[src/hdl/atilt_pkg.sv]
// Package for the accelerometer tilt-angle core: widths, fixed-point constants,
// arctangent table and the pipeline payload types. No dependencies.
`default_nettype none

package atilt_pkg;

  localparam int unsigned DataW          = 16;
  localparam int unsigned FracShift      = 16;
  localparam int unsigned CordW          = 36;
  localparam int unsigned AngW           = 34;
  localparam int unsigned AtanLen        = 24;
  localparam int unsigned CordicStepsDef = 14;

  localparam logic signed [AngW-1:0] PiQ30     = 34'sd3373259426;
  localparam logic signed [AngW-1:0] HalfPiQ30 = 34'sd1686629713;
  localparam logic signed [AngW-1:0] AccLimit  = 34'sd4294967295;

  // q30 radians to q16 degrees: q = floor(floor((|r| * DegMul + DegRound) / 256) / DegDiv)
  localparam int unsigned MagW        = AngW - 1;
  localparam int unsigned DegMul      = 5625;
  localparam int unsigned DegMulW     = 13;
  localparam int unsigned DegRound    = 804224;
  localparam int unsigned DegDiv      = 6283;
  localparam int unsigned DegDivW     = 13;
  localparam int unsigned ScaleShift  = 8;
  localparam int unsigned ProdW       = MagW + DegMulW;
  localparam int unsigned PW          = ProdW - ScaleShift;
  localparam int unsigned RecipPre    = 12;
  localparam int unsigned RecipShift  = 26;
  localparam int unsigned RecipW      = 26;
  localparam int unsigned PhW         = PW - RecipPre;
  localparam logic [RecipW-1:0] RecipK =
    RecipW'((64'd1 << (RecipShift + RecipPre)) / DegDiv);
  localparam int unsigned QW          = 24;
  localparam int unsigned RemW        = 15;
  localparam int unsigned DegW        = QW + 1;

  localparam int unsigned GainProdW   = DegW + DataW;
  localparam int unsigned VW          = GainProdW + 1;
  localparam int unsigned TruncShift  = 24;
  localparam int unsigned TW          = VW - TruncShift;
  localparam logic signed [VW-1:0] NinetyQ24 = VW'(64'd90 << TruncShift);

  localparam logic signed [DataW-1:0] GainReset = 16'sd256;
  localparam logic signed [DataW-1:0] Sentinel  = 16'sd404;
  localparam logic signed [DataW-1:0] SatMax    = 16'sh7fff;
  localparam logic signed [DataW-1:0] SatMin    = 16'sh8000;

  typedef struct packed {
    logic x_neg;
    logic x_zero;
    logic z_neg;
  } atilt_flags_t;

  typedef struct packed {
    logic signed [CordW-1:0] cx;
    logic signed [CordW-1:0] cy;
    logic signed [AngW-1:0]  acc;
    atilt_flags_t            flags;
  } atilt_cord_t;

  typedef struct packed {
    logic signed [DegW-1:0] deg;
    logic                   x_neg;
  } atilt_deg_t;

  function automatic logic signed [AngW-1:0] atan_q30(input int unsigned idx);
    logic signed [AngW-1:0] val;
    unique case (idx)
      0:       val = 34'sd843314857;
      1:       val = 34'sd497837829;
      2:       val = 34'sd263043837;
      3:       val = 34'sd133525159;
      4:       val = 34'sd67021687;
      5:       val = 34'sd33543516;
      6:       val = 34'sd16775851;
      7:       val = 34'sd8388437;
      8:       val = 34'sd4194283;
      9:       val = 34'sd2097149;
      10:      val = 34'sd1048576;
      11:      val = 34'sd524288;
      12:      val = 34'sd262144;
      13:      val = 34'sd131072;
      14:      val = 34'sd65536;
      15:      val = 34'sd32768;
      16:      val = 34'sd16384;
      17:      val = 34'sd8192;
      18:      val = 34'sd4096;
      19:      val = 34'sd2048;
      20:      val = 34'sd1024;
      21:      val = 34'sd512;
      22:      val = 34'sd256;
      23:      val = 34'sd128;
      default: val = '0;
    endcase
    return val;
  endfunction

endpackage

`default_nettype wire

[src/hdl/atilt_gain_out.sv]
// Gain multiply, then subtract from 90, truncate toward zero, saturate or substitute the
// sentinel for negative x, and output register. Depends on atilt_pkg.
`default_nettype none

module atilt_gain_out import atilt_pkg::*; (
  input  logic                    clk_i,
  input  logic                    rst_ni,
  input  logic                    valid_i,
  output logic                    ready_o,
  input  atilt_deg_t              data_i,
  input  logic signed [DataW-1:0] gain_i,
  output logic                    valid_o,
  input  logic                    ready_i,
  output logic signed [DataW-1:0] tilt_degrees_o,
  output logic                    tilt_valid_o
);

  logic signed [DegW-1:0]      deg_in;
  logic signed [GainProdW-1:0] prod;
  logic                        d_valid_q;
  logic                        d_ready;
  logic signed [GainProdW-1:0] d_prod_q;
  logic                        d_xneg_q;

  logic signed [VW-1:0]        v;
  logic signed [TW-1:0]        tq;
  logic signed [TW-1:0]        t;
  logic signed [DataW-1:0]     deg_d;
  logic                        e_valid_q;
  logic                        e_ready;
  logic signed [DataW-1:0]     e_deg_q;
  logic                        e_flag_q;

  assign deg_in  = data_i.deg;
  assign prod    = GainProdW'(deg_in) * GainProdW'(gain_i);
  assign d_ready = !d_valid_q || e_ready;
  assign ready_o = d_ready;

  always_ff @(posedge clk_i or negedge rst_ni) begin
    if (!rst_ni) begin
      d_valid_q <= 1'b0;
    end else if (d_ready) begin
      d_valid_q <= valid_i;
    end
  end

  always_ff @(posedge clk_i) begin
    if (d_ready && valid_i) begin
      d_prod_q <= prod;
      d_xneg_q <= data_i.x_neg;
    end
  end

  always_comb begin
    v  = NinetyQ24 - VW'(d_prod_q);
    tq = $signed(v[VW-1:TruncShift]);
    if (v[VW-1] && (v[TruncShift-1:0] != '0)) begin
      t = tq + TW'(1);
    end else begin
      t = tq;
    end
    if (!t[TW-1] && (|t[TW-2:DataW-1])) begin
      deg_d = SatMax;
    end else if (t[TW-1] && !(&t[TW-2:DataW-1])) begin
      deg_d = SatMin;
    end else begin
      deg_d = t[DataW-1:0];
    end
    if (d_xneg_q) begin
      deg_d = Sentinel;
    end
  end

  assign e_ready = !e_valid_q || ready_i;

  always_ff @(posedge clk_i or negedge rst_ni) begin
    if (!rst_ni) begin
      e_valid_q <= 1'b0;
    end else if (e_ready) begin
      e_valid_q <= d_valid_q;
    end
  end

  always_ff @(posedge clk_i) begin
    if (e_ready && d_valid_q) begin
      e_deg_q  <= deg_d;
      e_flag_q <= !d_xneg_q;
    end
  end

  assign valid_o        = e_valid_q;
  assign tilt_degrees_o = e_deg_q;
  assign tilt_valid_o   = e_flag_q;

endmodule

`default_nettype wire
[config.mk]
export PLATFORM = sky130hd
export DESIGN_NAME = atilt_gain_out
export DESIGN_NICKNAME = d
export VERILOG_FILES = /design/src/hdl/atilt_pkg.sv /design/src/hdl/atilt_gain_out.sv
export SDC_FILE = /design/constraint.sdc
export NUM_CORES = 1
export LEC_CHECK = 0
export BUFFER_PORTS_ARGS = -buffer_cell sky130_fd_sc_hd__buf_4
export CORE_UTILIZATION = 30
export DETAILED_ROUTE_END_ITERATION = 10
export PLACE_DENSITY = 0.54
export SLEW_MARGIN = 20
export SYNTH_ARGS = -nofsm -noshare
export SYNTH_HDL_FRONTEND = slang
export SYNTH_SLANG_ARGS = --single-unit
[constraint.sdc]
create_clock -name clk_i -period 4.61 [get_ports clk_i]
set_input_delay 0.6915 -clock clk_i [delete_from_list [all_inputs] [get_ports clk_i]]
set_output_delay 0.6915 -clock clk_i [all_outputs]
set_load 0.01 [all_outputs]
==> impl_metrics.py, run 1 <==
metrics = {
    "grt": {
        "grt_max_degree": 43,
        "grt_antenna_before_repair": 0,
        "grt_pass1_wl_mm": 72.2,
        "grt.overflow.total": 0,
        "global_route.usage.total_pct": 15.8,
        "vias_in_the_first_global_route": 14300,
    },
    "clock_tree": {
        "clock_tree.root_cell": "sky130_fd_sc_hd__clkbuf_16",
        "tritoncts_sinks": 61,
        "clock_latency_late_sink_ps": 330,
        "clk_pin_slew_ps": 50,
        "cts-buffers-inserted": 9,
        "clock_tree.htree_level_count": 3,
        "clock_path_buffers": 2,
        "cts_hold_repair.buffers": 0,
        "tritoncts_clock_tree": "built",
    },
    "detailed_routing": {
        "wl_per_cell_um": 15.2,
        "drc": 0,
        "postRouteAntennaNets": 0,
        "dr.first_iter.drc_count": 491,
        "postRouteWirelength_mm": 43.9,
        "num_vias": 12900,
        "routed_via_count_divided_by_cell_count": 4.46,
        "drt_first_pass_iters": 4,
    },
    "yosys": {
        "synth-edff-count": 59,
        "ys_dominant_reg_cell": "sky130_fd_sc_hd__edfxtp_1",
        "ys_async_sr_fraction_pct": 3.28,
        "syn_area_per_cell_um2": 9.27,
        "ys.warnings.count": 0,
        "post_synth_mux_area_share_pct": 0.0586,
        "yosysSeqAreaShare_pct": 10.7,
        "synth.cell_area_um2": 17100,
        "synth_seq_cells": 61,
        "synth_fa_ha_area_share_pct": 52.8,
        "synth_fp_nets": 2379,
        "synth_compound_gate_area_share_pct": 5.58,
        "synthXorXnorAreaFrac_pct": 3.13,
        "synth.distinct_cells": 61,
        "post_synth_inst_count": 1844,
        "main_combinational_cell_family_by_area_after_synthesis": "adder cells",
        "synth_simple_gate_area_share_pct": 15.8,
    },
    "flow_run": {
        "maxCapViolations": 0,
    },
    "worst_hold_path": {
        "hold_path.class": "input pin to asynchronous set/reset pin",
    },
    "run_status": {
        "failed_checks": "setup timing",
        "outcome": "finished, violations left",
    },
    "critical_path": {
        "endpoint_kind": "flip-flop",
        "crit_path_max_fanout": 6,
        "r2r_end": "tilt_degrees_o[4]",
        "setup.reg_to_reg.worst_slack_ps": 620,
        "r2r.worst_path.cells": 12,
        "timing.setup.critical_path_class": "input pin to flip-flop",
        "crit_arrival_ps": 6200,
        "worstPathRequired_ps": 4680,
        "cp-start-kind": "input pin",
        "reg2reg_from": "d_prod_q[0]",
    },
    "sta": {
        "hold_viol": 0,
        "setup_viol": 32,
        "period_needed_ps": 6130,
        "timing_max_transition_violations_final": 0,
        "final_critical_path_setup_slack_ps": -1520,
        "worst_hold_slack_ps": 133,
        "post-route-period-util_pct": 133,
        "achievable-frequency_mhz": 163,
        "max_slew.worst_pin.slew_ps": 953,
        "skew_ps": 6.43,
        "timing.slew.headroom_pct": 36.5,
        "grt_setup_unrepaired": "yes",
    },
    "floorplan": {
        "chipWidth_um": 241,
        "floorplan.rows": 87,
        "floorplan.die.height_um": 241,
        "core_area_um2": 56400,
        "dieArea_um2": 57900,
        "initial_utilization_pct": 30.3,
        "number_of_i_o_pins": 65,
    },
    "final_layout": {
        "count_of_filler_cells_inserted_in_the_layout": 5682,
        "layout.area.seq_um2": 1820,
        "multiInputGateArea_um2": 14100,
        "insertedDiodeCount": 0,
        "finalInstanceArea_um2": 22200,
        "final_net_count": 2664,
        "final_layout_size_suffix_gt1_share_pct": 26.3,
        "area.growth.synth_to_final_pct": 30.0,
    },
    "placement": {
        "dpl_worst_slack_ps": -2050,
        "io_buffer_count": 64,
        "placed_area_um2": 20300,
        "dp_hpwl_mm": 36.8,
        "gpl.final_weighted_congestion": 0.841,
    },
}
-- per-stage QoR --
stage	setup TNS [ps]	utilization (%)	std cells
floorplan	-30930	-	1844
global placement	-45700	36.0	2816
detailed placement	-47010	36.0	2816
CTS	-31500	38.4	2872
global route	-38660	39.4	2890
finish	-32830	39.4	2890
-- how the worst max path moves through the flow --
stage	from	endpoint	slack, ps
after floorplan	gain_i[6]	d_prod_q[40]	-1530
after CTS	data_i[12]	d_prod_q[40]	-1480
after detailed placement	gain_i[5]	d_prod_q[33]	-2050
after global routing	gain_i[6]	d_prod_q[34]	-1710
final	gain_i[6]	d_prod_q[34]	-1520
after global placement	gain_i[5]	d_prod_q[33]	-1930
-- repair_timing --
item                       CTS  global route
gates resized for setup    172            93
pin swaps                   67            96
cloned                       3             4
setup endpoints to repair   32            32
setup buffers               43            19
-- sequential cells by signal, indices dropped and copies added (netlist names) --
name	flops
tilt_valid_o	1
tilt_degrees_o	16
d_xneg_q	1
valid_o	1
d_prod_q	41
d_valid_q	1
-- layout make-up --
cell class	count	share of cell area, %
Clock buffer	9	1.01
Clock inverter	7	0.338
Inverter	475	8.06
Multi-Input combinational cell	1241	63.6
Sequential cell	61	8.20
Tap cell	756	4.26
Timing Repair Buffer	341	14.6
-- cells in the mapped netlist, types with 15 or more instances --
| cell type | n | area share [%] |
|---|---|---|
| sky130_fd_sc_hd__inv_1 | 474 | 10 |
| sky130_fd_sc_hd__fa_1 | 388 | 45 |
| sky130_fd_sc_hd__nand2_1 | 254 | 5.6 |
| sky130_fd_sc_hd__and2_1 | 168 | 6.1 |
| sky130_fd_sc_hd__ha_1 | 101 | 7.4 |
| sky130_fd_sc_hd__clkbuf_1 | 65 | 1.4 |
| sky130_fd_sc_hd__edfxtp_1 | 59 | 10 |
| sky130_fd_sc_hd__nor2_1 | 52 | 1.1 |
| sky130_fd_sc_hd__xnor2_1 | 43 | 2.2 |
| sky130_fd_sc_hd__a21oi_1 | 38 | 1.1 |
| sky130_fd_sc_hd__xor2_1 | 18 | 0.92 |
| sky130_fd_sc_hd__a21o_1 | 17 | 0.75 |
| sky130_fd_sc_hd__nand2b_1 | 16 | 0.59 |
| sky130_fd_sc_hd__o21ai_0 | 16 | 0.47 |
| sky130_fd_sc_hd__nand3_1 | 15 | 0.44 |
-- critical path, stage by stage --
cell and delay (ps):
sky130_fd_sc_hd__buf_12 120, sky130_fd_sc_hd__and2_4 160, sky130_fd_sc_hd__fa_1 520, sky130_fd_sc_hd__inv_1 50, sky130_fd_sc_hd__fa_1 460, sky130_fd_sc_hd__fa_1 510, sky130_fd_sc_hd__inv_2 40, sky130_fd_sc_hd__fa_1 490
sky130_fd_sc_hd__fa_1 490, sky130_fd_sc_hd__inv_1 50, sky130_fd_sc_hd__fa_1 490, sky130_fd_sc_hd__inv_2 40, sky130_fd_sc_hd__ha_4 220, sky130_fd_sc_hd__a21o_1 160, sky130_fd_sc_hd__a21oi_2 170, sky130_fd_sc_hd__o21ai_2 80
sky130_fd_sc_hd__a2111o_1 340, sky130_fd_sc_hd__o22ai_4 220, sky130_fd_sc_hd__buf_6 140, sky130_fd_sc_hd__o21bai_4 60, sky130_fd_sc_hd__a221oi_2 250, sky130_fd_sc_hd__buf_4 190, sky130_fd_sc_hd__o21bai_1 90, sky130_fd_sc_hd__xnor2_1 150
-- per-layer routing --
metal	vias to the layer above	track usage, %	share of wire, %
met5	-	0	0
met4	0	4.46	2.1
met3	44	0.812	3.1
met2	234	29.1	51
met1	6604	19.9	43
li1	6007	-	-
-- cell families (layout without fill, tap and decap cells) --
logic type | after synthesis | in the layout
fa+ha+maj | 489 | 489
mux | 1 | 1
buf+inv | 542 | 832
simple gates | 551 | 551
flops | 61 | 61
xor+xnor | 61 | 61
compound gates | 139 | 139
-- placed cells by master (no fill, tap or decap), drive strengths merged, types with 2 or more instances in the layout --
cell type | synthesis | final
and4b | 2 | 2
a21o | 17 | 17
nand4 | 8 | 8
o21ai | 32 | 32
xor2 | 18 | 18
a41o | 2 | 2
nor2b | 3 | 3
clkbuf | 65 | 13
or2 | 5 | 5
nand2b | 16 | 16
or3 | 2 | 2
o31ai | 2 | 2
nand2 | 254 | 254
or4 | 2 | 2
nor4 | 8 | 8
clkinvlp | 0 | 2
edfxtp | 59 | 59
fa | 388 | 388
nor3 | 10 | 10
o211ai | 5 | 5
a2111oi | 2 | 2
o311ai | 2 | 2
dfrtp | 2 | 2
nand3 | 15 | 15
a211oi | 5 | 5
a21oi | 49 | 49
and2 | 168 | 168
o21a | 2 | 2
nor2 | 52 | 52
inv | 474 | 475
o21bai | 9 | 9
clkinv | 1 | 4
buf | 2 | 336
xnor2 | 43 | 43
ha | 101 | 101
Power of run 1 is left out: the tool's default activity adds up to more than one toggle a clock period on the data nets, which glitch-free logic cannot reach.
==> run 2, diff against run 1 <==
--- a/config.mk
+++ b/config.mk
@@ -13,3 +13,4 @@
 export SYNTH_ARGS = -nofsm -noshare
 export SYNTH_HDL_FRONTEND = slang
 export SYNTH_SLANG_ARGS = --single-unit
+export TNS_END_PERCENT = 20
==> run 2 against run 1 <==
Compared with the run above: the run ends with DRC, setup timing left; die area stayed put; final area is 4.9% lower; cell count decreased by 1.1%; via count is 1.5% lower; setup slack improved by 56 ps; routed wire length shrank 5.3%; clock skew is 0.63 ps lower; register-to-register slack better by 100 ps; fmax up 0.92%; critical endpoint is now d_prod_q[40]; highest routed layer unchanged.
==> impl_metrics.py, run 2 (same netlist as run 1, synthesis figures left out) <==
metrics = {
    "run_status": {
        "outcome": "finished, violations left",
        "failed_checks": "DRC, setup timing",
    },
    "grt": {
        "grt_pass1_wl_mm": 70.3,
        "vias_in_the_first_global_route": 14300,
        "global_route.usage.total_pct": 15.4,
        "grt.overflow.total": 0,
        "grt_max_degree": 43,
        "grt_antenna_before_repair": 0,
    },
    "final_layout": {
        "largest_register_ffs": 41,
        "area.growth.synth_to_final_pct": 23.6,
        "most_common_cell_after_layout_fill_and_taps_aside": "sky130_fd_sc_hd__inv_1",
        "mostFrequentLayoutCells": "463 x sky130_fd_sc_hd__inv_1, 377 x sky130_fd_sc_hd__fa_1, 272 x sky130_fd_sc_hd__buf_4",
        "final_layout_size_suffix_gt1_share_pct": 21.2,
        "most_flops_register": "d_prod_q",
        "finalInstanceArea_um2": 21100,
        "insertedDiodeCount": 0,
        "final_net_count": 2631,
    },
    "placement": {
        "dpl_worst_slack_ps": -2070,
        "gpl.final_weighted_congestion": 0.838,
        "dp_hpwl_mm": 37.0,
        "io_buffer_count": 64,
        "placed_area_um2": 20200,
    },
    "critical_path": {
        "cp-start-kind": "input pin",
        "timing.setup.critical_path_class": "input pin to flip-flop",
        "worst_path_dominant_cell_family": "adder cells",
        "endpoint_kind": "flip-flop",
        "cpMostUsedCell": "sky130_fd_sc_hd__fa_1",
        "cp_cell_sequence": "buf_12, and2_4, fa_1, inv_2, fa_1, fa_1, inv_2, fa_1, fa_1, inv_1, fa_1, inv_2, ha_4, a21o_1, a21oi_2, o21ai_2, a2111o_1, o22ai_4, o21ai_2, a311o_1, nand3_1, or3b_1",
        "crit_arrival_ps": 6140,
        "worst_path_largest_cell_delay_ps": 540,
        "worstPathRequired_ps": 4670,
        "crit_path_max_fanout": 8,
        "crit_path_top_delay_cell": "sky130_fd_sc_hd__fa_1",
        "worst-path-buf-inv": 5,
    },
    "clock_tree": {
        "clk_pin_slew_ps": 50,
        "clock_tree.htree_level_count": 3,
        "clock_path_buffers": 2,
        "tritoncts_clock_tree": "built",
        "clock_latency_late_sink_ps": 320,
        "cts-buffers-inserted": 9,
        "clock_tree.root_cell": "sky130_fd_sc_hd__clkbuf_16",
        "cts_hold_repair.buffers": 0,
        "tritoncts_sinks": 61,
    },
    "flow_run": {
        "maxCapViolations": 0,
    },
    "sta": {
        "post-route-period-util_pct": 132,
        "period_needed_ps": 6080,
        "skew_ps": 5.80,
        "max_slew.worst_pin.slew_ps": 951,
        "achievable-frequency_mhz": 165,
        "timing.slew.headroom_pct": 36.6,
        "hold_viol": 0,
        "timing_max_transition_violations_final": 0,
        "final_critical_path_setup_slack_ps": -1470,
        "worst_hold_slack_ps": 140,
        "setup_viol": 32,
        "grt_setup_unrepaired": "yes",
    },
    "detailed_routing": {
        "num_vias": 12700,
        "wl_per_cell_um": 14.5,
        "drt_first_pass_iters": 8,
        "drc": 4,
        "postRouteAntennaNets": 0,
        "postRouteWirelength_mm": 41.6,
        "routed_via_count_divided_by_cell_count": 4.44,
        "dr.first_iter.drc_count": 386,
    },
    "floorplan": {
        "dieArea_um2": 57900,
        "core_area_um2": 56400,
        "floorplan.die.height_um": 241,
        "number_of_i_o_pins": 65,
        "initial_utilization_pct": 30.3,
        "floorplan.rows": 87,
        "chipWidth_um": 241,
    },
    "worst_hold_path": {
        "hold_path.class": "input pin to asynchronous set/reset pin",
    },
}
-- run 2: cell count changes in the layout (fill, tap and decap cells not counted), moves of 10 or more --
cell,delta
sky130_fd_sc_hd__inv_2,-12
sky130_fd_sc_hd__and2_1,+14
sky130_fd_sc_hd__buf_4,+23
sky130_fd_sc_hd__buf_6,-36
sky130_fd_sc_hd__inv_1,+14
sky130_fd_sc_hd__and2_4,-14
sky130_fd_sc_hd__nor2_1,+10
sky130_fd_sc_hd__fa_2,-10
sky130_fd_sc_hd__fa_1,+10
-- run 2: area by class of cell --
type	count	area, um2
clock buffer	9	225
clock inverter	7	41.3
fill	5771	35300
inverter	475	1780
multi-input combinational	1241	13700
sequential	61	1820
tap	756	946
timing repair buffer	308	2600
-- run 2: timing repair --
item                                    4_1_cts  5_1_grt
gates resized for setup                      93       37
buffers inserted                              5        6
endpoints found under the setup margin       33       33
endpoints found under the hold margin         0        0
pin swaps                                    35       28
gates cloned                                  0        1
-- run 2: per-layer routing --
layer	vias up	wire [um]	GRT usage [%]
met5	-	0	0
met4	0	676	3.53
met3	33	1420	1.43
met2	203	22100	29.2
met1	6512	17400	18.5
li1	5946	-	-
-- run 2: worst paths after layout --
check / startpoint / slack, ps / cells past startpoint / end
max: gain_i[6] / -1470 / 22 / d_prod_q[40]
min: rst_ni / 140 / 1 / valid_o
max reg2reg: d_prod_q[0] / 720 / 12 / tilt_degrees_o[7]
min reg2reg: d_valid_q / 490 / 1 / valid_o
max in group asynchronous: rst_ni / 4380 / 1 / d_valid_q
min in group clk_i: d_valid_q / 490 / 1 / valid_o
-- run 2: through the flow --
step / std cells / TNS, ps / utilization [%]
2_1_floorplan: 1844 / -33740 / -
3_3_place_gp: 2829 / -48510 / 35.9
3_5_place_dp: 2829 / -49450 / 35.9
4_1_cts: 2850 / -32370 / 37.1
5_1_grt: 2857 / -39700 / 37.5
6_report: 2857 / -33180 / 37.5
-- run 2: worst register-to-register path: stages (launching register included) --
cell	delay, ps
sky130_fd_sc_hd__edfxtp_1	350
sky130_fd_sc_hd__nor4_1	400
sky130_fd_sc_hd__nand4_1	320
sky130_fd_sc_hd__nor2_1	400
sky130_fd_sc_hd__xnor2_1	240
sky130_fd_sc_hd__ha_1	220
sky130_fd_sc_hd__o21ai_1	110
sky130_fd_sc_hd__nor4b_2	360
sky130_fd_sc_hd__o21ai_4	130
sky130_fd_sc_hd__nor4_2	440
sky130_fd_sc_hd__o311a_4	350
sky130_fd_sc_hd__and2_1	220
sky130_fd_sc_hd__o21ai_1	90
Power of run 2 is left out for the same reason.
==> run 3, diff against run 2 <==
--- a/config.mk
+++ b/config.mk
@@ -6,8 +6,10 @@
 export NUM_CORES = 1
 export LEC_CHECK = 0
 export BUFFER_PORTS_ARGS = -buffer_cell sky130_fd_sc_hd__buf_4
+export CORE_ASPECT_RATIO = 1.2
 export CORE_UTILIZATION = 30
 export DETAILED_ROUTE_END_ITERATION = 10
+export GPL_ROUTABILITY_DRIVEN = 0
 export PLACE_DENSITY = 0.54
 export SLEW_MARGIN = 20
 export SYNTH_ARGS = -nofsm -noshare
==> run 3 against run 2 <==
Compared with the run above: the run still ends with DRC, setup timing left; critical path depth did not move; hold slack lost 7.4 ps; count of clock-buffer cells in the layout unchanged; largest cell class unchanged.
==> impl_metrics.py, run 3 (same netlist as run 1, synthesis figures left out) <==
metrics = {
    "run_status": {
        "outcome": "finished, violations left",
        "failed_checks": "DRC, setup timing",
    },
    "floorplan": {
        "chipWidth_um": 220,
        "initial_utilization_pct": 30.5,
        "floorplan.die.height_um": 263,
        "floorplan.rows": 95,
        "core_area_um2": 56100,
        "number_of_i_o_pins": 65,
        "dieArea_um2": 57900,
    },
    "detailed_routing": {
        "routed_via_count_divided_by_cell_count": 4.50,
        "wl_per_cell_um": 15.0,
        "num_vias": 12700,
        "dr.first_iter.drc_count": 601,
        "drc": 10,
        "postRouteWirelength_mm": 42.1,
        "postRouteAntennaNets": 0,
        "drt_first_pass_iters": 8,
    },
    "sta": {
        "worst_hold_slack_ps": 133,
        "achievable-frequency_mhz": 163,
        "timing.slew.headroom_pct": 33.2,
        "post-route-period-util_pct": 133,
        "max_slew.worst_pin.slew_ps": 1000,
        "period_needed_ps": 6130,
        "timing_max_transition_violations_final": 0,
        "setup_viol": 32,
        "skew_ps": 9.28,
        "hold_viol": 0,
        "grt_setup_unrepaired": "yes",
        "final_critical_path_setup_slack_ps": -1520,
    },
    "final_layout": {
        "most_flops_register": "d_prod_q",
        "area.growth.synth_to_final_pct": 23.0,
        "final_net_count": 2617,
        "final_layout_size_suffix_gt1_share_pct": 20.7,
        "largest_register_ffs": 41,
        "insertedDiodeCount": 0,
        "most_common_cell_after_layout_fill_and_taps_aside": "sky130_fd_sc_hd__inv_1",
        "mostFrequentLayoutCells": "465 x sky130_fd_sc_hd__inv_1, 377 x sky130_fd_sc_hd__fa_1, 254 x sky130_fd_sc_hd__buf_4",
        "finalInstanceArea_um2": 21000,
    },
    "critical_path": {
        "cp-start-kind": "input pin",
        "timing.setup.critical_path_class": "input pin to flip-flop",
        "crit_path_max_fanout": 7,
        "worst_path_dominant_cell_family": "adder cells",
        "endpoint_kind": "flip-flop",
        "worst-path-buf-inv": 5,
        "worstPathRequired_ps": 4690,
        "crit_arrival_ps": 6210,
        "cp_cell_sequence": "buf_12, and2_4, fa_1, inv_1, fa_1, fa_1, inv_1, fa_1, fa_1, inv_1, fa_1, inv_2, ha_4, a21o_1, a21oi_2, o21ai_2, a2111o_1, o22ai_4, o21ai_2, a311o_1, nand3_1, or3b_1",
        "worst_path_largest_cell_delay_ps": 530,
        "setup.reg_to_reg.worst_slack_ps": 720,
        "cpMostUsedCell": "sky130_fd_sc_hd__fa_1",
        "crit_path_top_delay_cell": "sky130_fd_sc_hd__fa_1",
    },
    "clock_tree": {
        "cts-buffers-inserted": 9,
        "clk_pin_slew_ps": 60,
        "clock_path_buffers": 2,
        "clock_latency_late_sink_ps": 340,
        "tritoncts_clock_tree": "built",
        "tritoncts_sinks": 61,
        "clock_tree.root_cell": "sky130_fd_sc_hd__clkbuf_16",
        "clock_tree.htree_level_count": 3,
    },
    "grt": {
        "vias_in_the_first_global_route": 14500,
        "grt_antenna_before_repair": 0,
        "global_route.usage.total_pct": 15.6,
        "grt.overflow.total": 0,
        "grt_max_degree": 43,
        "grt_pass1_wl_mm": 71.1,
    },
    "placement": {
        "io_buffer_count": 64,
        "placed_area_um2": 20100,
        "dp_hpwl_mm": 37.3,
    },
    "worst_hold_path": {
        "hold_path.class": "input pin to asynchronous set/reset pin",
    },
    "flow_run": {
        "maxCapViolations": 0,
    },
}
## run 3: layout make-up
class / count / area (um2)
well taps: 727 / 910
inverters: 475 / 1790
clock inverters: 7 / 75.1
multi-input cells: 1241 / 13700
repair buffers: 294 / 2470
flip-flops and latches: 61 / 1820
clock buffers: 9 / 225
fillers: 5712 / 35100
## run 3: worst reg2reg max path, stage by stage (launching register included)
cell                       delay [ps]
sky130_fd_sc_hd__edfxtp_1         360
sky130_fd_sc_hd__nor4_1           360
sky130_fd_sc_hd__nand4_1          320
sky130_fd_sc_hd__nor2_1           390
sky130_fd_sc_hd__xnor2_1          240
sky130_fd_sc_hd__ha_1             230
sky130_fd_sc_hd__o21ai_1          110
sky130_fd_sc_hd__nor4b_2          370
sky130_fd_sc_hd__o21ai_4          130
sky130_fd_sc_hd__nor4_2           450
sky130_fd_sc_hd__o311a_4          350
sky130_fd_sc_hd__and2_1           220
sky130_fd_sc_hd__o21ai_1          100
## run 3: path summary, 6_finish.rpt
check,start,endpoint,cells after the start
setup / recovery,data_i[12],d_prod_q[40],22
min in group clk_i,d_valid_q,valid_o,1
max in group asynchronous,rst_ni,d_valid_q,1
setup reg to reg,d_prod_q[0],tilt_degrees_o[4],12
hold / removal,rst_ni,valid_o,1
hold reg to reg,d_valid_q,valid_o,1
## run 3: repair_timing
action	in CTS	in global routing
hold buffers	0	0
gates resized for setup	83	37
endpoints found under the hold margin	0	0
setup endpoints to repair	33	34
buffers inserted	7	1
gates cloned	0	0
pin swaps	60	30
## run 3: per-stage QoR
step | cells | util [%] | setup WS [ps] | TNS, ps
after floorplan | 1844 | - | -1530 | -33740
after global placement | 2790 | 35.9 | -1920 | -49180
after detailed placement | 2790 | 35.9 | -1940 | -50250
after CTS | 2813 | 37.2 | -1460 | -32860
after global routing | 2814 | 37.5 | -1680 | -38710
final | 2814 | 37.5 | -1520 | -32520
## run 3: layer usage
metal  vias to the layer above  wire [um]  global-route usage, %
li1                       5913          -                      -
met1                      6517      15900                   17.0
met2                       189      24300                   31.2
met3                        58        845                   1.16
met4                         0       1150                   4.23
met5                         -          0                      0
Power of run 3 is left out for the same reason.
