===== src/hdl/atilt_pkg.sv =====
// Package for the accelerometer tilt-angle core: widths, fixed-point constants,
// arctangent table and the pipeline payload types. No dependencies.
`default_nettype none

package atilt_pkg;

  localparam int unsigned DataW          = 16;
  localparam int unsigned FracShift      = 16;
  localparam int unsigned CordW          = 36;
  localparam int unsigned AngW           = 34;
  localparam int unsigned AtanLen        = 24;
  localparam int unsigned CordicStepsDef = 14;

  localparam logic signed [AngW-1:0] PiQ30     = 34'sd3373259426;
  localparam logic signed [AngW-1:0] HalfPiQ30 = 34'sd1686629713;
  localparam logic signed [AngW-1:0] AccLimit  = 34'sd4294967295;

  // q30 radians to q16 degrees: q = floor(floor((|r| * DegMul + DegRound) / 256) / DegDiv)
  localparam int unsigned MagW        = AngW - 1;
  localparam int unsigned DegMul      = 5625;
  localparam int unsigned DegMulW     = 13;
  localparam int unsigned DegRound    = 804224;
  localparam int unsigned DegDiv      = 6283;
  localparam int unsigned DegDivW     = 13;
  localparam int unsigned ScaleShift  = 8;
  localparam int unsigned ProdW       = MagW + DegMulW;
  localparam int unsigned PW          = ProdW - ScaleShift;
  localparam int unsigned RecipPre    = 12;
  localparam int unsigned RecipShift  = 26;
  localparam int unsigned RecipW      = 26;
  localparam int unsigned PhW         = PW - RecipPre;
  localparam logic [RecipW-1:0] RecipK =
    RecipW'((64'd1 << (RecipShift + RecipPre)) / DegDiv);
  localparam int unsigned QW          = 24;
  localparam int unsigned RemW        = 15;
  localparam int unsigned DegW        = QW + 1;

  localparam int unsigned GainProdW   = DegW + DataW;
  localparam int unsigned VW          = GainProdW + 1;
  localparam int unsigned TruncShift  = 24;
  localparam int unsigned TW          = VW - TruncShift;
  localparam logic signed [VW-1:0] NinetyQ24 = VW'(64'd90 << TruncShift);

  localparam logic signed [DataW-1:0] GainReset = 16'sd256;
  localparam logic signed [DataW-1:0] Sentinel  = 16'sd404;
  localparam logic signed [DataW-1:0] SatMax    = 16'sh7fff;
  localparam logic signed [DataW-1:0] SatMin    = 16'sh8000;

  typedef struct packed {
    logic x_neg;
    logic x_zero;
    logic z_neg;
  } atilt_flags_t;

  typedef struct packed {
    logic signed [CordW-1:0] cx;
    logic signed [CordW-1:0] cy;
    logic signed [AngW-1:0]  acc;
    atilt_flags_t            flags;
  } atilt_cord_t;

  typedef struct packed {
    logic signed [DegW-1:0] deg;
    logic                   x_neg;
  } atilt_deg_t;

  function automatic logic signed [AngW-1:0] atan_q30(input int unsigned idx);
    logic signed [AngW-1:0] val;
    unique case (idx)
      0:       val = 34'sd843314857;
      1:       val = 34'sd497837829;
      2:       val = 34'sd263043837;
      3:       val = 34'sd133525159;
      4:       val = 34'sd67021687;
      5:       val = 34'sd33543516;
      6:       val = 34'sd16775851;
      7:       val = 34'sd8388437;
      8:       val = 34'sd4194283;
      9:       val = 34'sd2097149;
      10:      val = 34'sd1048576;
      11:      val = 34'sd524288;
      12:      val = 34'sd262144;
      13:      val = 34'sd131072;
      14:      val = 34'sd65536;
      15:      val = 34'sd32768;
      16:      val = 34'sd16384;
      17:      val = 34'sd8192;
      18:      val = 34'sd4096;
      19:      val = 34'sd2048;
      20:      val = 34'sd1024;
      21:      val = 34'sd512;
      22:      val = 34'sd256;
      23:      val = 34'sd128;
      default: val = '0;
    endcase
    return val;
  endfunction

endpackage

`default_nettype wire


===== src/hdl/atilt_cordic_stage.sv =====
// One registered vectoring CORDIC iteration with a fixed shift.
// Depends on atilt_pkg.
`default_nettype none

module atilt_cordic_stage import atilt_pkg::*; #(
  parameter int unsigned Step = 0
) (
  input  logic        clk_i,
  input  logic        rst_ni,
  input  logic        valid_i,
  output logic        ready_o,
  input  atilt_cord_t data_i,
  output logic        valid_o,
  input  logic        ready_i,
  output atilt_cord_t data_o
);

  localparam logic signed [AngW-1:0] AtanVal = atan_q30(Step);

  atilt_cord_t             data_d;
  atilt_cord_t             data_q;
  logic                    valid_q;
  logic signed [CordW-1:0] cx;
  logic signed [CordW-1:0] cy;
  logic signed [CordW-1:0] cx_sh;
  logic signed [CordW-1:0] cy_sh;

  assign cx    = data_i.cx;
  assign cy    = data_i.cy;
  assign cx_sh = cx >>> Step;
  assign cy_sh = cy >>> Step;

  always_comb begin
    data_d = data_i;
    if (cy > 0) begin
      data_d.cx  = cx + cy_sh;
      data_d.cy  = cy - cx_sh;
      data_d.acc = data_i.acc + AtanVal;
    end else begin
      data_d.cx  = cx - cy_sh;
      data_d.cy  = cy + cx_sh;
      data_d.acc = data_i.acc - AtanVal;
    end
  end

  assign ready_o = !valid_q || ready_i;

  always_ff @(posedge clk_i or negedge rst_ni) begin
    if (!rst_ni) begin
      valid_q <= 1'b0;
    end else if (ready_o) begin
      valid_q <= valid_i;
    end
  end

  always_ff @(posedge clk_i) begin
    if (ready_o && valid_i) begin
      data_q <= data_d;
    end
  end

  assign valid_o = valid_q;
  assign data_o  = data_q;

endmodule

`default_nettype wire


===== config.mk =====
export PLATFORM = sky130hd
export DESIGN_NAME = atilt_cordic_stage
export DESIGN_NICKNAME = d
export VERILOG_FILES = /design/src/hdl/atilt_pkg.sv /design/src/hdl/atilt_cordic_stage.sv
export SDC_FILE = /design/constraint.sdc
export NUM_CORES = 1
export LEC_CHECK = 0
export BUFFER_PORTS_ARGS = -buffer_cell sky130_fd_sc_hd__buf_4
export CAP_MARGIN = 20
export CELL_PAD_IN_SITES_DETAIL_PLACEMENT = 1
export CELL_PAD_IN_SITES_GLOBAL_PLACEMENT = 1
export CORE_ASPECT_RATIO = 0.9
export CORE_UTILIZATION = 42
export CTS_CLUSTER_DIAMETER = 150
export CTS_CLUSTER_SIZE = 12
export DETAILED_ROUTE_END_ITERATION = 8
export PLACE_DENSITY_LB_ADDON = 0.12
export SYNTH_ARGS = -nofsm -noshare
export SYNTH_HDL_FRONTEND = slang
export SYNTH_SLANG_ARGS = --single-unit

===== constraint.sdc =====
create_clock -name clk_i -period 4.15 [get_ports clk_i]
set_input_delay 0.6225 -clock clk_i [delete_from_list [all_inputs] [get_ports clk_i]]
set_output_delay 0.6225 -clock clk_i [all_outputs]
set_load 0.01 [all_outputs]

==> results of run 1 <==
[layout by cell type (no fill, tap or decap), types with 5 or more instances in the layout]
cell type / n
sky130_fd_sc_hd__a21oi_2: 9
sky130_fd_sc_hd__nand3_1: 14
sky130_fd_sc_hd__o31ai_1: 20
sky130_fd_sc_hd__o21bai_1: 35
sky130_fd_sc_hd__a21o_1: 54
sky130_fd_sc_hd__o211ai_1: 6
sky130_fd_sc_hd__and3_1: 10
sky130_fd_sc_hd__nand2b_1: 14
sky130_fd_sc_hd__buf_4: 413
sky130_fd_sc_hd__inv_1: 113
sky130_fd_sc_hd__ha_1: 132
sky130_fd_sc_hd__a21oi_1: 162
sky130_fd_sc_hd__a211oi_1: 20
sky130_fd_sc_hd__edfxtp_1: 108
sky130_fd_sc_hd__o21ai_0: 79
sky130_fd_sc_hd__nand4_1: 16
sky130_fd_sc_hd__nor2b_1: 10
sky130_fd_sc_hd__a31oi_1: 9
sky130_fd_sc_hd__mux2i_1: 12
sky130_fd_sc_hd__clkbuf_16: 9
sky130_fd_sc_hd__o21a_1: 12
sky130_fd_sc_hd__nand2_1: 70
sky130_fd_sc_hd__nor3_1: 17
sky130_fd_sc_hd__xor2_1: 18
sky130_fd_sc_hd__o31a_1: 5
sky130_fd_sc_hd__nor2_1: 72
sky130_fd_sc_hd__nor4_1: 12
sky130_fd_sc_hd__xnor2_1: 79
sky130_fd_sc_hd__or3_1: 8
[flip-flops by register name, summed over array words and instances, names as in the netlist]
register,flops
data_o,108
valid_o,1
[layout make-up]
| class | instances | area, µm² |
|---|---|---|
| fill | 3062 | 10500 |
| multi-input combinational | 975 | 7110 |
| sequential | 109 | 3270 |
| timing repair buffer | 421 | 3220 |
| inverter | 118 | 448 |
| tap | 342 | 428 |
| clock buffer | 10 | 229 |
| clock inverter | 6 | 56.3 |
[timing repair]
item,4_1_cts,5_1_grt
resized for setup,11,20
hold buffers,0,1
endpoints found under the setup margin,12,22
setup buffers,4,3
hold endpoints to repair,0,1
pin swaps,13,11
[per-layer routing]
metal | global-route usage | up-vias
met5 | 0 | -
met4 | 0.102 | 0
met1 | 0.408 | 5476
li1 | - | 5308
met2 | 0.515 | 403
met3 | 0.0412 | 75
[through the flow]
stage          hold slack [ns]  utilization  setup slack (ns)  setup TNS [ns]  instance area, µm²
2_1_floorplan            0.327            -            -0.202          -0.295               10900
3_3_place_gp             0.398        0.565            -0.674           -7.69               14300
3_5_place_dp             0.398        0.565            -0.801          -10.44               14300
4_1_cts                0.00380        0.580            -0.138          -0.221               14600
5_1_grt                  0.422        0.584            -0.305          -0.856               14800
6_report                 0.429        0.584            -0.149          -0.257               14800
[synth_stat cells, types with 14 or more instances]
master	count	area, µm²
sky130_fd_sc_hd__edfxtp_1	108	3240
sky130_fd_sc_hd__inv_1	113	424
sky130_fd_sc_hd__ha_1	137	1710
sky130_fd_sc_hd__xnor2_1	79	692
sky130_fd_sc_hd__o21bai_1	35	263
sky130_fd_sc_hd__nor4_1	15	93.8
sky130_fd_sc_hd__nand2b_1	14	87.6
sky130_fd_sc_hd__o21ai_0	81	405
sky130_fd_sc_hd__nor2_1	72	270
sky130_fd_sc_hd__a21o_1	54	405
sky130_fd_sc_hd__nor3_1	18	90.1
sky130_fd_sc_hd__xor2_1	18	158
sky130_fd_sc_hd__a211oi_1	22	165
sky130_fd_sc_hd__clkbuf_1	33	124
sky130_fd_sc_hd__a21oi_1	170	851
sky130_fd_sc_hd__nand2_1	70	263
sky130_fd_sc_hd__o31ai_1	22	165
sky130_fd_sc_hd__nand3_1	14	70.1
sky130_fd_sc_hd__nand4_1	16	100
[where the power goes]
group	internal, mW	total [mW]	switching (mW)
clock	0.423	0.917	0.494
combinational	0.868	1.93	1.06
sequential	1.40	1.44	0.0416
[cell families after synthesis]
family | Yosys count | synth area share
adders and majority gates | 141 | 0.166
xor gates and xnor gates | 97 | 0.0785
buffers and inverters | 164 | 0.0575
AOI/OAI and AO/OA | 460 | 0.267
and+or+nand+nor | 265 | 0.118
muxes | 12 | 0.0111
DFF | 109 | 0.302
[worst max-delay path by stage]
stage | slack, ns | endpoint | depth (start not counted) | startpoint
after floorplan | -0.20 | data_o[35] | 18 | data_i[38]
after global placement | -0.67 | data_o[35] | 19 | data_i[46]
after detailed placement | -0.80 | data_o[35] | 19 | data_i[46]
after CTS | -0.14 | data_o[35] | 18 | data_i[48]
after global routing | -0.31 | data_o[35] | 19 | data_i[47]
final | -0.15 | data_o[35] | 19 | data_i[47]
==> results, run 1 <==
- The flow ran to the end, but the final reports show violations.
- The final reports fail on negative setup slack.
- The number of enable flip-flop cells after synthesis is around 110.
- The clock sink count is 109.
- The number of cells produced by synthesis is ~1200.
- The total power draw is around 4.3 mW.
- Setup slack on the critical path of the routed design comes to -0.149 ns.
- In this run, the number of DRC markers left after iteration 0 of detailed routing was between 800 and 900.
- The final layout net count is roughly 1900.
- STA classifies the critical path startpoint as an input pin.
- The transition time of the tightest slew-check pin is 0.847 ns.
- For the worst setup path, the data required time is roughly 4.3 ns.
- For the worst-skew pair, the clock arrives at the later sink with an insertion delay of ~0.38 ns.
- Data arrives at the worst endpoint at roughly 4.4 ns.
- For the worst flop-to-flop path, the logic depth is 3.
- The endpoint identified for the worst register-to-register timing path is data_o[46].
- The endpoint with the worst hold slack is data_o[1].
- The startpoint identified for the worst register-to-register timing path is valid_o.
- The number of endpoints with negative hold slack in the final report was 0.
- Of all flip-flops after synthesis, the portion carrying an async set or reset was 0.00917.
- The worst register-to-register path has a setup slack of 2.23 ns.
- For the finished layout, the period the worst path requires is 4.30 ns.
- The number of standard-cell rows in the floorplan is between 50 and 60.
- The maximum clock insertion buffer count is 2.
- In this run the remaining antenna-violating nets after routing total 0.
- The worst hold path startpoint is data_i[1].
- The maximum single-stage delay on the critical path is ~0.4 ns.
- In this run the tightest slew margin relative to its limit is 0.435.
- In this run the cell area of the synthesized design comes to between 10000 and 15000 µm².
- The maximum frequency from static timing analysis is ~230 MHz.
- The slowest library cell on the worst path is sky130_fd_sc_hd__nor4_4.
- The worst setup path is of the in2reg kind.
- The first global-routing pass estimated roughly 63000 µm of wire.
- For this design the static power due to leakage is between 6 and 7 nW.
- The sum of routed wire length over all layers is 41700 µm.
- The sequential cell area fraction in the yosys report is 0.302.
- The number of top-level design ports is 224.
- In this design, the critical path's most frequently occurring cell is sky130_fd_sc_hd__a21oi_2.
- The total via count after detailed routing is approximately 11000.
- The total global-route track usage is 0.308.
- The residual DRC count is 0.
- The repair_antennas step left the layout with diodes totalling 0.
- The TritonCTS clock tree is done.
- The top metal layer carrying routed signals is met4.
- The via count of the first global-routing pass is 11577.
- The tightest min-delay check is of the in2reg type.
- The number of nets produced by synthesis is about 1500.
- The die is about 170 µm wide.
- The residual overflow from global routing is 0.
- The H-tree generated during clock tree synthesis spans 3 levels.
- Clock tree synthesis selected as its root buffer the cell sky130_fd_sc_hd__clkbuf_16.
- Routability-driven placement finished with a final weighted congestion of ~0.94.
- Leaving out filler cells and counting taps, the final layout contains slightly below 2000.
- The initial utilization of the core area, before any placement, comes to 0.428.
- The top flip-flop cell by instance count after synthesis is sky130_fd_sc_hd__edfxtp_1.
- Max-cap violations in this run came to 0.
- Dividing total power by cell area gives a power density of approximately 290 nW/µm².
- The peak supply drop is between 0.2 and 0.25 mV.
- Entering global routing, the biggest net connects 69 pins.
- The die height is 154 µm.
- The clock-pin slew on the worst setup and hold paths is roughly 0.080 ns.
- The worst setup path is captured at a flip-flop.
- The worst hold path cell count is 1.
- The dominant delay contributor by cell family on the critical path is compound AO/OA/AOI/OAI gates.
- The worst clock skew is 0.0119 ns.
- The average footprint of a synthesized cell is roughly 8.7 µm².
- Compared with the post-synthesis result, the final layout area differs by 36.4%.
- Yosys printed 0 warnings.
- Synthesis inferred 109 register bits.
- In this run the tool buffered the top-level ports with between 200 and 250 buffer cells.
- The signal on the critical path passes through buf_6, nor4_4, buf_4, nand4_1, nor2_1, a41o_2, clkinv_4, buf_4, ha_1, a21o_1, a21oi_2, and2b_1, a311o_1, o2111ai_2, a21oi_2, a221o_2, a221o_1, a21oi_2, xnor2_1.
- The max-slew violation count is 0.
- The number of placed cells counting well taps is around 2000.
- For this block, wires on met1 add up to 18500 µm.
- The met3 layer wire length in the routed design is 2350 µm.
- The synthesized netlist contains 64 unique library cells.
- The number of antenna violations at the first check in global routing is 0.
- Before antenna repair, the detailed router went through 5 iterations.
- In this run the worst path has a maximum fanout of 7.
- Setup repair after global routing could not meet its margin everywhere.
- The fraction of layout instances using a drive strength above 1 is 0.293.
- The core region is 25300 µm².
- The number of buffers and inverters on the critical path is 4.
- Detailed routing placed a total of about 20000 µm of wire on met2.
- Using the TritonRoute via totals, the vias-per-cell ratio works out to 5.69.
- The clock buffer count from CTS is 9.
- The share of the clock period used by the worst path is 1.04.
- The die area is around 26000 µm².
- In the final routed layout, each cell accounts on average for about 21 µm.
- Setup violations remaining at the end of the flow were counted as 3.
- The HPWL after detailed placement is ~33000 µm.
(Power assumes the default switching activity.)
==> run 2, diff against run 1 <==
--- a/config.mk
+++ b/config.mk
@@ -11,4 +11,5 @@
 export CELL_PAD_IN_SITES_GLOBAL_PLACEMENT = 1
 export CORE_ASPECT_RATIO = 0.9
+export CORE_MARGIN = 5
 export CORE_UTILIZATION = 42
 export CTS_CLUSTER_DIAMETER = 150
==> constraint.sdc (replaced) <==
create_clock -name clk_i -period 4.15 [get_ports clk_i]
set_input_delay 0.6225 -clock clk_i [delete_from_list [all_inputs] [get_ports clk_i]]
set_output_delay 0.6225 -clock clk_i [all_outputs]
set_load 0.005 [all_outputs]
==> run 2 against run 1 <==
Effect of this change:
- the run still ends with negative setup slack left
- sequential power is essentially flat
- clock skew decreased by 0.0024 ns
- first-iteration DRC count decreased by 3.2%
- non-clock buffer count grew 20
- critical path depth did not move
- via count up 2.5%
- combinational power about the same
- fmax decreased by 1.8%
- sequential share of layout area down 0.27 points
- count of clock-buffer cells in the layout shrank 1
- hold slack worse by 0.0074 ns
- setup slack got worse by 0.079 ns
- highest routed layer unchanged
==> results, run 2 (synthesis gave the netlist of run 1 again) <==
- The kind of launch point of the worst setup path is an input pin (unchanged).
- The most common cell after layout, fill and taps aside is sky130_fd_sc_hd__buf_4 (unchanged).
- The number of endpoints with negative hold slack in the final report is 0 (unchanged).
- Cells along the critical path: buf_8, nor4_4, buf_4, nand4_1, nor2_1, a41o_2, clkinv_4, buf_4, ha_1, nand2_1, nor3b_1, a211oi_1, a21oi_2, o2111ai_2, a21oi_2, a221o_2, a221o_1, a21oi_2, xnor2_1 (was buf_6, nor4_4, buf_4, nand4_1, nor2_1, a41o_2, clkinv_4, buf_4, ha_1, a21o_1, a21oi_2, and2b_1, a311o_1, o2111ai_2, a21oi_2, a221o_2, a221o_1, a21oi_2, xnor2_1).
- The die area is 29100 µm² (was 26400 µm²).
- The starting density of the core is 0.428 (unchanged).
- The kind of path behind the tightest hold check is in2reg (unchanged).
- The total global-route track usage is 0.285 (was 0.308).
- The final standard cell count with taps included and fillers excluded came to 2001 (was 1981).
- The number of antenna violations at the first check in global routing is 0 (unchanged).
- The clock sink count is 109 (unchanged).
- The number of flip-flops in the largest register is 108 (unchanged).
- The via-per-instance ratio came to 5.77 (was 5.69).
- The maximum frequency from static timing analysis is 228 MHz (was 233 MHz).
- The floorplan die width is 179 µm (was 171 µm).
- The final layout net count is 1908 (was 1888).
- The die height is 162 µm (was 154 µm).
- The TritonCTS clock tree is done (unchanged).
- The average wire per cell in the routed design was 21.6 µm (was 21.0 µm).
- The maximum number of pins on one net before global-route repair is 70 (was 69).
- The power density over cell area is 287 nW/µm² (was 291 nW/µm²).
- The total of buffers placed on input and output ports is 223 (unchanged).
- The number of top-level design ports is 224 (unchanged).
- The via count of the first global-routing pass is 12094 (was 11577).
- The clock-pin slew on the worst setup and hold paths is 0.09 ns (was 0.08 ns).
- The residual DRC count is 0 (unchanged).
- The endpoint required time on the critical path came to 4.28 ns (about the same).
- Outcome: finished, violations left (unchanged).
- The arrival time of data at the critical path endpoint is 4.51 ns (was 4.43 ns).
- The first-pass GRT wire length is 65500 µm (was 62800 µm).
- The number of placed cells counting well taps is 1975 (was 1957).
- The fraction of layout instances using a drive strength above 1 came to 0.305 (was 0.293).
- The sum of routed wire length over all layers came to 43200 µm (was 41700 µm).
- The worst-case headroom to the max-slew limit is 0.331 (was 0.435).
- The peak supply drop was 0.164 mV (was 0.205 mV).
- The number of antenna cells inserted is 0 (unchanged).
- The detailed router's first-iteration violation count is 869 (was 898).
- The dominant delay contributor by cell family on the critical path is compound AO/OA/AOI/OAI gates (unchanged).
- The summed area of non-filler cells in the final layout is 14900 µm² (was 14800 µm²).
- The final setup violation count is 3 (unchanged).
- The total via count after detailed routing is 11541 (was 11262).
- Top library cells by usage in the layout, fill and taps aside: sky130_fd_sc_hd__buf_4 (437), sky130_fd_sc_hd__a21oi_1 (163), sky130_fd_sc_hd__ha_1 (128), sky130_fd_sc_hd__inv_1 (113), sky130_fd_sc_hd__edfxtp_1 (108) (was sky130_fd_sc_hd__buf_4 (413), sky130_fd_sc_hd__a21oi_1 (162), sky130_fd_sc_hd__ha_1 (132), sky130_fd_sc_hd__inv_1 (113), sky130_fd_sc_hd__edfxtp_1 (108)).
- The number of levels in the clock H-tree is 3 (unchanged).
- The cell at the root of the clock tree is sky130_fd_sc_hd__clkbuf_16 (unchanged).
- The maximum single-stage delay on the critical path is 0.45 ns (was 0.39 ns).
- The residual overflow from global routing is 0 (unchanged).
- The number of standard-cell rows in the floorplan is 55 (unchanged).
- The clock buffer count from CTS is 9 (unchanged).
- The maximum clock insertion buffer count was 2 (unchanged).
- The final RePlAce weighted congestion is 0.923 (was 0.937).
- Violated checks: negative setup slack (unchanged).
- The area inside the core boundary came to 25300 µm² (unchanged).
- The number of routed nets with antenna violations was 0 (unchanged).
- The clock latency on the worst-skew pair is 0.37 ns (was 0.38 ns).
- The reported max-cap violation count came to 0 (unchanged).
- The share of the clock period used by the worst path was 1.05 (was 1.04).
- The detailed-routing iteration count for the pre-antenna-repair pass is 5 (unchanged).
- Setup repair after global routing missed its margin: yes (unchanged).
- The most numerous cell on the critical path was sky130_fd_sc_hd__a21oi_2 (unchanged).
- The worst clock skew is 0.00946 ns (was 0.0119 ns).
- The kind of critical path is in2reg (unchanged).
- The total negative slack was -0.488 ns (was -0.257 ns).
- The transition time of the tightest slew-check pin is 1.00 ns (was 0.847 ns).
- The slowest library cell on the worst path is sky130_fd_sc_hd__a211oi_1 (was sky130_fd_sc_hd__nor4_4).
- The reported leakage power was 6.93 nW (was 6.84 nW).
- The maximum fanout along the worst path was 6 (was 7).
- The post-layout minimum cycle time is 4.38 ns (was 4.30 ns).
- The total cell area at the placement stage is 14400 µm² (was 14300 µm²).
- The area growth from synthesis to final layout was 38.1% (was 36.4%).
- The final worst setup slack is -0.227 ns (was -0.149 ns).
- The HPWL after detailed placement was 34300 µm (was 33000 µm).
- The kind of end point of the critical path is a flip-flop (unchanged).
- The max-slew violation count came to 0 (unchanged).
- The number of buffers and inverters on the critical path is 4 (unchanged).
==> run 2: power breakdown <==
| part | leakage (nW) | total [mW] | switching [mW] | internal (mW) |
|---|---|---|---|---|
| logic | 5.75 | 1.92 | 1.04 | 0.882 |
| registers | 1.04 | 1.45 | 0.0445 | 1.40 |
| clock network | 0.143 | 0.915 | 0.491 | 0.424 |
| total | 6.93 | 4.28 | 1.57 | 2.71 |
==> run 2: area by class of cell <==
cell class | count | area, µm²
multi-input combinational | 975 | 7180
tap | 342 | 428
clock buffer | 9 | 225
clock inverter | 7 | 66.3
fill | 3045 | 10300
timing repair buffer | 441 | 3330
sequential | 109 | 3270
inverter | 118 | 448
==> run 2: path summary, 6_finish.rpt <==
kind | start | to | slack [ns] | cells after the start
worst min-delay path | data_i[2] | data_o[2] | 0.42 | 1
worst min register to register | valid_o | valid_o | 0.57 | 2
worst max-delay path | data_i[47] | data_o[35] | -0.23 | 19
min in group asynchronous | rst_ni | valid_o | 0.56 | 2
max in group asynchronous | rst_ni | valid_o | 3.51 | 2
worst max register to register | valid_o | data_o[3] | 1.99 | 3
==> run 2: worst reg2reg max path, delay by kind of cell (launching register included) <==
family | cells | cell delay, ns
simple gates | 2 | 0.93
flops | 1 | 0.40
buf+inv | 1 | 0.50
==> run 2: per-stage QoR <==
stage / setup WS, ns / utilization / hold slack (ns) / total power, mW
3_3_place_gp: -0.606 / 0.569 / 0.397 / 3.24
2_1_floorplan: -0.202 / - / 0.327 / 2.43
3_5_place_dp: -0.721 / 0.569 / 0.400 / 3.30
6_report: -0.227 / 0.592 / 0.421 / 4.28
5_1_grt: -0.298 / 0.592 / 0.407 / 4.50
4_1_cts: -0.0962 / 0.586 / 0.405 / 4.24
==> run 2: routing by layer <==
metal  wire (µm)  GRT usage  part of all wire
met4        1230     0.0779             0.028
met3        2760     0.0417             0.064
met1       18300      0.371              0.42
met2       20900      0.493              0.48
met5           0          0                 0
==> run 2: what timing repair did <==
item	4_1_cts	5_1_grt
hold buffers	1	0
gates resized for setup	16	23
hold endpoints to repair	1	0
endpoints found under the setup margin	9	21
pin swaps	16	10
setup buffers	5	4
cloned	0	0
==> run 3, diff against run 2 <==
CELL_PAD_IN_SITES_DETAIL_PLACEMENT = 2   (was 1)
CELL_PAD_IN_SITES_GLOBAL_PLACEMENT = 2   (was 1)
CORE_UTILIZATION = 34   (was 42)
==> run 3 against run 2 <==
Effect of this change:
- clock power increased by 6.4%
- cell area increased by 1.2%
- the flow still finishes with violations (negative setup slack)
- final cell count increased by 3.3%
- via count increased by 0.30%
- wire length up 19%
==> results, run 3 (synthesis gave the netlist of run 1 again) <==
- The clock-pin slew on the worst setup and hold paths came to 0.08 ns (was 0.09 ns).
- The number of standard-cell rows in the floorplan came to 62 (was 55).
- The final worst setup slack came to -0.264 ns (was -0.227 ns).
- The area inside the core boundary is 31700 µm² (was 25300 µm²).
- The maximum clock insertion buffer count came to 2 (unchanged).
- The number of flip-flops in the largest register was 108 (unchanged).
- The HPWL after detailed placement is 39600 µm (was 34300 µm).
- The total power draw is 4.45 mW (was 4.28 mW).
- The max-slew violation count came to 0 (unchanged).
- The kind of launch point of the worst setup path is an input pin (unchanged).
- The clock buffer count from CTS is 9 (unchanged).
- The residual overflow from global routing came to 0 (unchanged).
- The worst clock skew is 0.00977 ns (was 0.00946 ns).
- The total via count after detailed routing is 11576 (was 11541).
- The residual DRC count is 0 (unchanged).
- The reported leakage power is 6.93 nW (about the same).
- The number of antenna violations at the first check in global routing is 1 (was 0).
- The maximum frequency from static timing analysis is 227 MHz (was 228 MHz).
- The reported max-cap violation count is 0 (unchanged).
- The endpoint required time on the critical path was 4.27 ns (was 4.28 ns).
- The final RePlAce weighted congestion is 0.876 (was 0.923).
- The arrival time of data at the critical path endpoint is 4.54 ns (was 4.51 ns).
- The post-layout minimum cycle time is 4.41 ns (was 4.38 ns).
- The kind of path behind the tightest hold check is in2reg (unchanged).
- The kind of end point of the critical path was a flip-flop (unchanged).
- The number of top-level design ports came to 224 (unchanged).
- The final setup violation count came to 3 (unchanged).
- The power density over cell area is 294 nW/µm² (was 287 nW/µm²).
- The number of routed nets with antenna violations is 0 (unchanged).
- The most common cell after layout, fill and taps aside is sky130_fd_sc_hd__buf_4 (unchanged).
- The pre-CTS setup slack was -0.814 ns (was -0.721 ns).
- The die height is 179 µm (was 162 µm).
- The number of endpoints with negative hold slack in the final report is 0 (unchanged).
- The final layout net count came to 1901 (was 1908).
- The share of the clock period used by the worst path came to 1.06 (was 1.05).
- The clock sink count is 109 (unchanged).
- Outcome: finished, violations left (unchanged).
- The starting density of the core is 0.342 (was 0.428).
- The die area came to 35500 µm² (was 29100 µm²).
- The total negative slack came to -0.538 ns (was -0.488 ns).
- The smallest hold slack is 0.418 ns (was 0.421 ns).
- The TritonCTS clock tree was done (unchanged).
- The detailed-routing iteration count for the pre-antenna-repair pass is 5 (unchanged).
- The via count of the first global-routing pass is 12613 (was 12094).
- The peak supply drop was 0.210 mV (was 0.164 mV).
- The total global-route track usage is 0.270 (was 0.285).
- The average wire per cell in the routed design came to 24.8 µm (was 21.6 µm).
- The transition time of the tightest slew-check pin was 0.950 ns (was 1.00 ns).
- The worst-case headroom to the max-slew limit is 0.367 (was 0.331).
- The via-per-instance ratio came to 5.60 (was 5.77).
- The number of antenna cells inserted is 0 (unchanged).
- Violated checks: negative setup slack (unchanged).
- The floorplan die width is 198 µm (was 179 µm).
- The total of buffers placed on input and output ports is 223 (unchanged).
- The number of levels in the clock H-tree was 3 (unchanged).
- The area growth from synthesis to final layout is 39.8% (was 38.1%).
- The kind of critical path is in2reg (unchanged).
- The first-pass GRT wire length is 74500 µm (was 65500 µm).
- Top library cells by usage in the layout, fill and taps aside: sky130_fd_sc_hd__buf_4 (425), sky130_fd_sc_hd__a21oi_1 (163), sky130_fd_sc_hd__ha_1 (128), sky130_fd_sc_hd__inv_1 (113), sky130_fd_sc_hd__edfxtp_1 (108) (was sky130_fd_sc_hd__buf_4 (437), sky130_fd_sc_hd__a21oi_1 (163), sky130_fd_sc_hd__ha_1 (128), sky130_fd_sc_hd__inv_1 (113), sky130_fd_sc_hd__edfxtp_1 (108)).
- The maximum number of pins on one net before global-route repair came to 69 (was 70).
- Setup repair after global routing missed its margin: yes (unchanged).
- The clock latency on the worst-skew pair is 0.38 ns (was 0.37 ns).
- The cell at the root of the clock tree is sky130_fd_sc_hd__clkbuf_16 (unchanged).
- The maximum fanout along the worst path came to 6 (unchanged).
- The fraction of layout instances using a drive strength above 1 is 0.307 (was 0.305).
- The sum of routed wire length over all layers is 51300 µm (was 43200 µm).
- The detailed router's first-iteration violation count is 577 (was 869).
==> run 3: cell count changes in the layout (fill, tap and decap cells not counted), moves of 3 or more <==
cell                      before  now
sky130_fd_sc_hd__buf_4       437  425
sky130_fd_sc_hd__a31oi_1      10    7
sky130_fd_sc_hd__buf_12        0    3
sky130_fd_sc_hd__nor4_2        1    4
==> run 3: cell type report <==
class / count / area (µm²)
sequential: 109 / 3270
clock inverter: 6 / 70.1
timing repair buffer: 434 / 3320
fill: 3490 / 16500
multi-input combinational: 975 / 7270
inverter: 118 / 448
clock buffer: 10 / 229
tap: 416 / 520
==> run 3: what timing repair did <==
| action | 4_1_cts | 5_1_grt |
|---|---|---|
| pin swaps | 16 | 16 |
| buffers inserted | 6 | 5 |
| endpoints found under the hold margin | 1 | 0 |
| resized for setup | 25 | 28 |
| endpoints found under the setup margin | 21 | 26 |
| hold buffers | 1 | 0 |
==> run 3: metal layers <==
metal	routed length, µm	track usage
met5	11	0
met4	1040	0.0625
met3	2220	0.0376
met2	25500	0.484
met1	22500	0.346
==> run 3: per-stage QoR <==
step / std cells / cell area (µm²) / util
5_1_grt: 2068 / 15100 / 0.478
4_1_cts: 2064 / 14900 / 0.472
3_5_place_dp: 2042 / 14500 / 0.457
3_3_place_gp: 2042 / 14500 / 0.457
2_1_floorplan: 1248 / 10900 / -
6_report: 2068 / 15100 / 0.478
==> run 3: worst paths after layout <==
| kind | depth (start not counted) | to | slack [ns] | startpoint |
|---|---|---|---|---|
| worst max register to register | 3 | data_o[83] | 2.12 | valid_o |
| worst min-delay path | 1 | data_o[1] | 0.42 | data_i[1] |
| worst max-delay path | 18 | data_o[33] | -0.26 | data_i[70] |
| min in group asynchronous | 2 | valid_o | 0.54 | rst_ni |
| worst min register to register | 2 | valid_o | 0.57 | valid_o |
| max in group asynchronous | 2 | valid_o | 3.52 | rst_ni |
==> run 3: where the power goes <==
part | internal [mW] | switching, mW | leakage [nW]
registers | 1.40 | 0.0449 | 1.04
logic | 0.899 | 1.13 | 5.74
clock network | 0.478 | 0.496 | 0.148
==> run 3: worst max-delay path, cell delays in order <==
cell,delay [ns]
sky130_fd_sc_hd__buf_4,0.12
sky130_fd_sc_hd__nor4_2,0.40
sky130_fd_sc_hd__nand4_1,0.22
sky130_fd_sc_hd__nor2_1,0.17
sky130_fd_sc_hd__a41o_2,0.26
sky130_fd_sc_hd__clkinv_4,0.11
sky130_fd_sc_hd__ha_4,0.24
sky130_fd_sc_hd__a21o_1,0.16
sky130_fd_sc_hd__a21o_1,0.19
sky130_fd_sc_hd__a221o_1,0.35
sky130_fd_sc_hd__a311o_1,0.37
sky130_fd_sc_hd__o2111ai_2,0.24
sky130_fd_sc_hd__a21oi_2,0.10
sky130_fd_sc_hd__a221o_2,0.37
sky130_fd_sc_hd__buf_6,0.12
sky130_fd_sc_hd__a21o_2,0.20
sky130_fd_sc_hd__a21oi_4,0.19
sky130_fd_sc_hd__xnor2_2,0.09
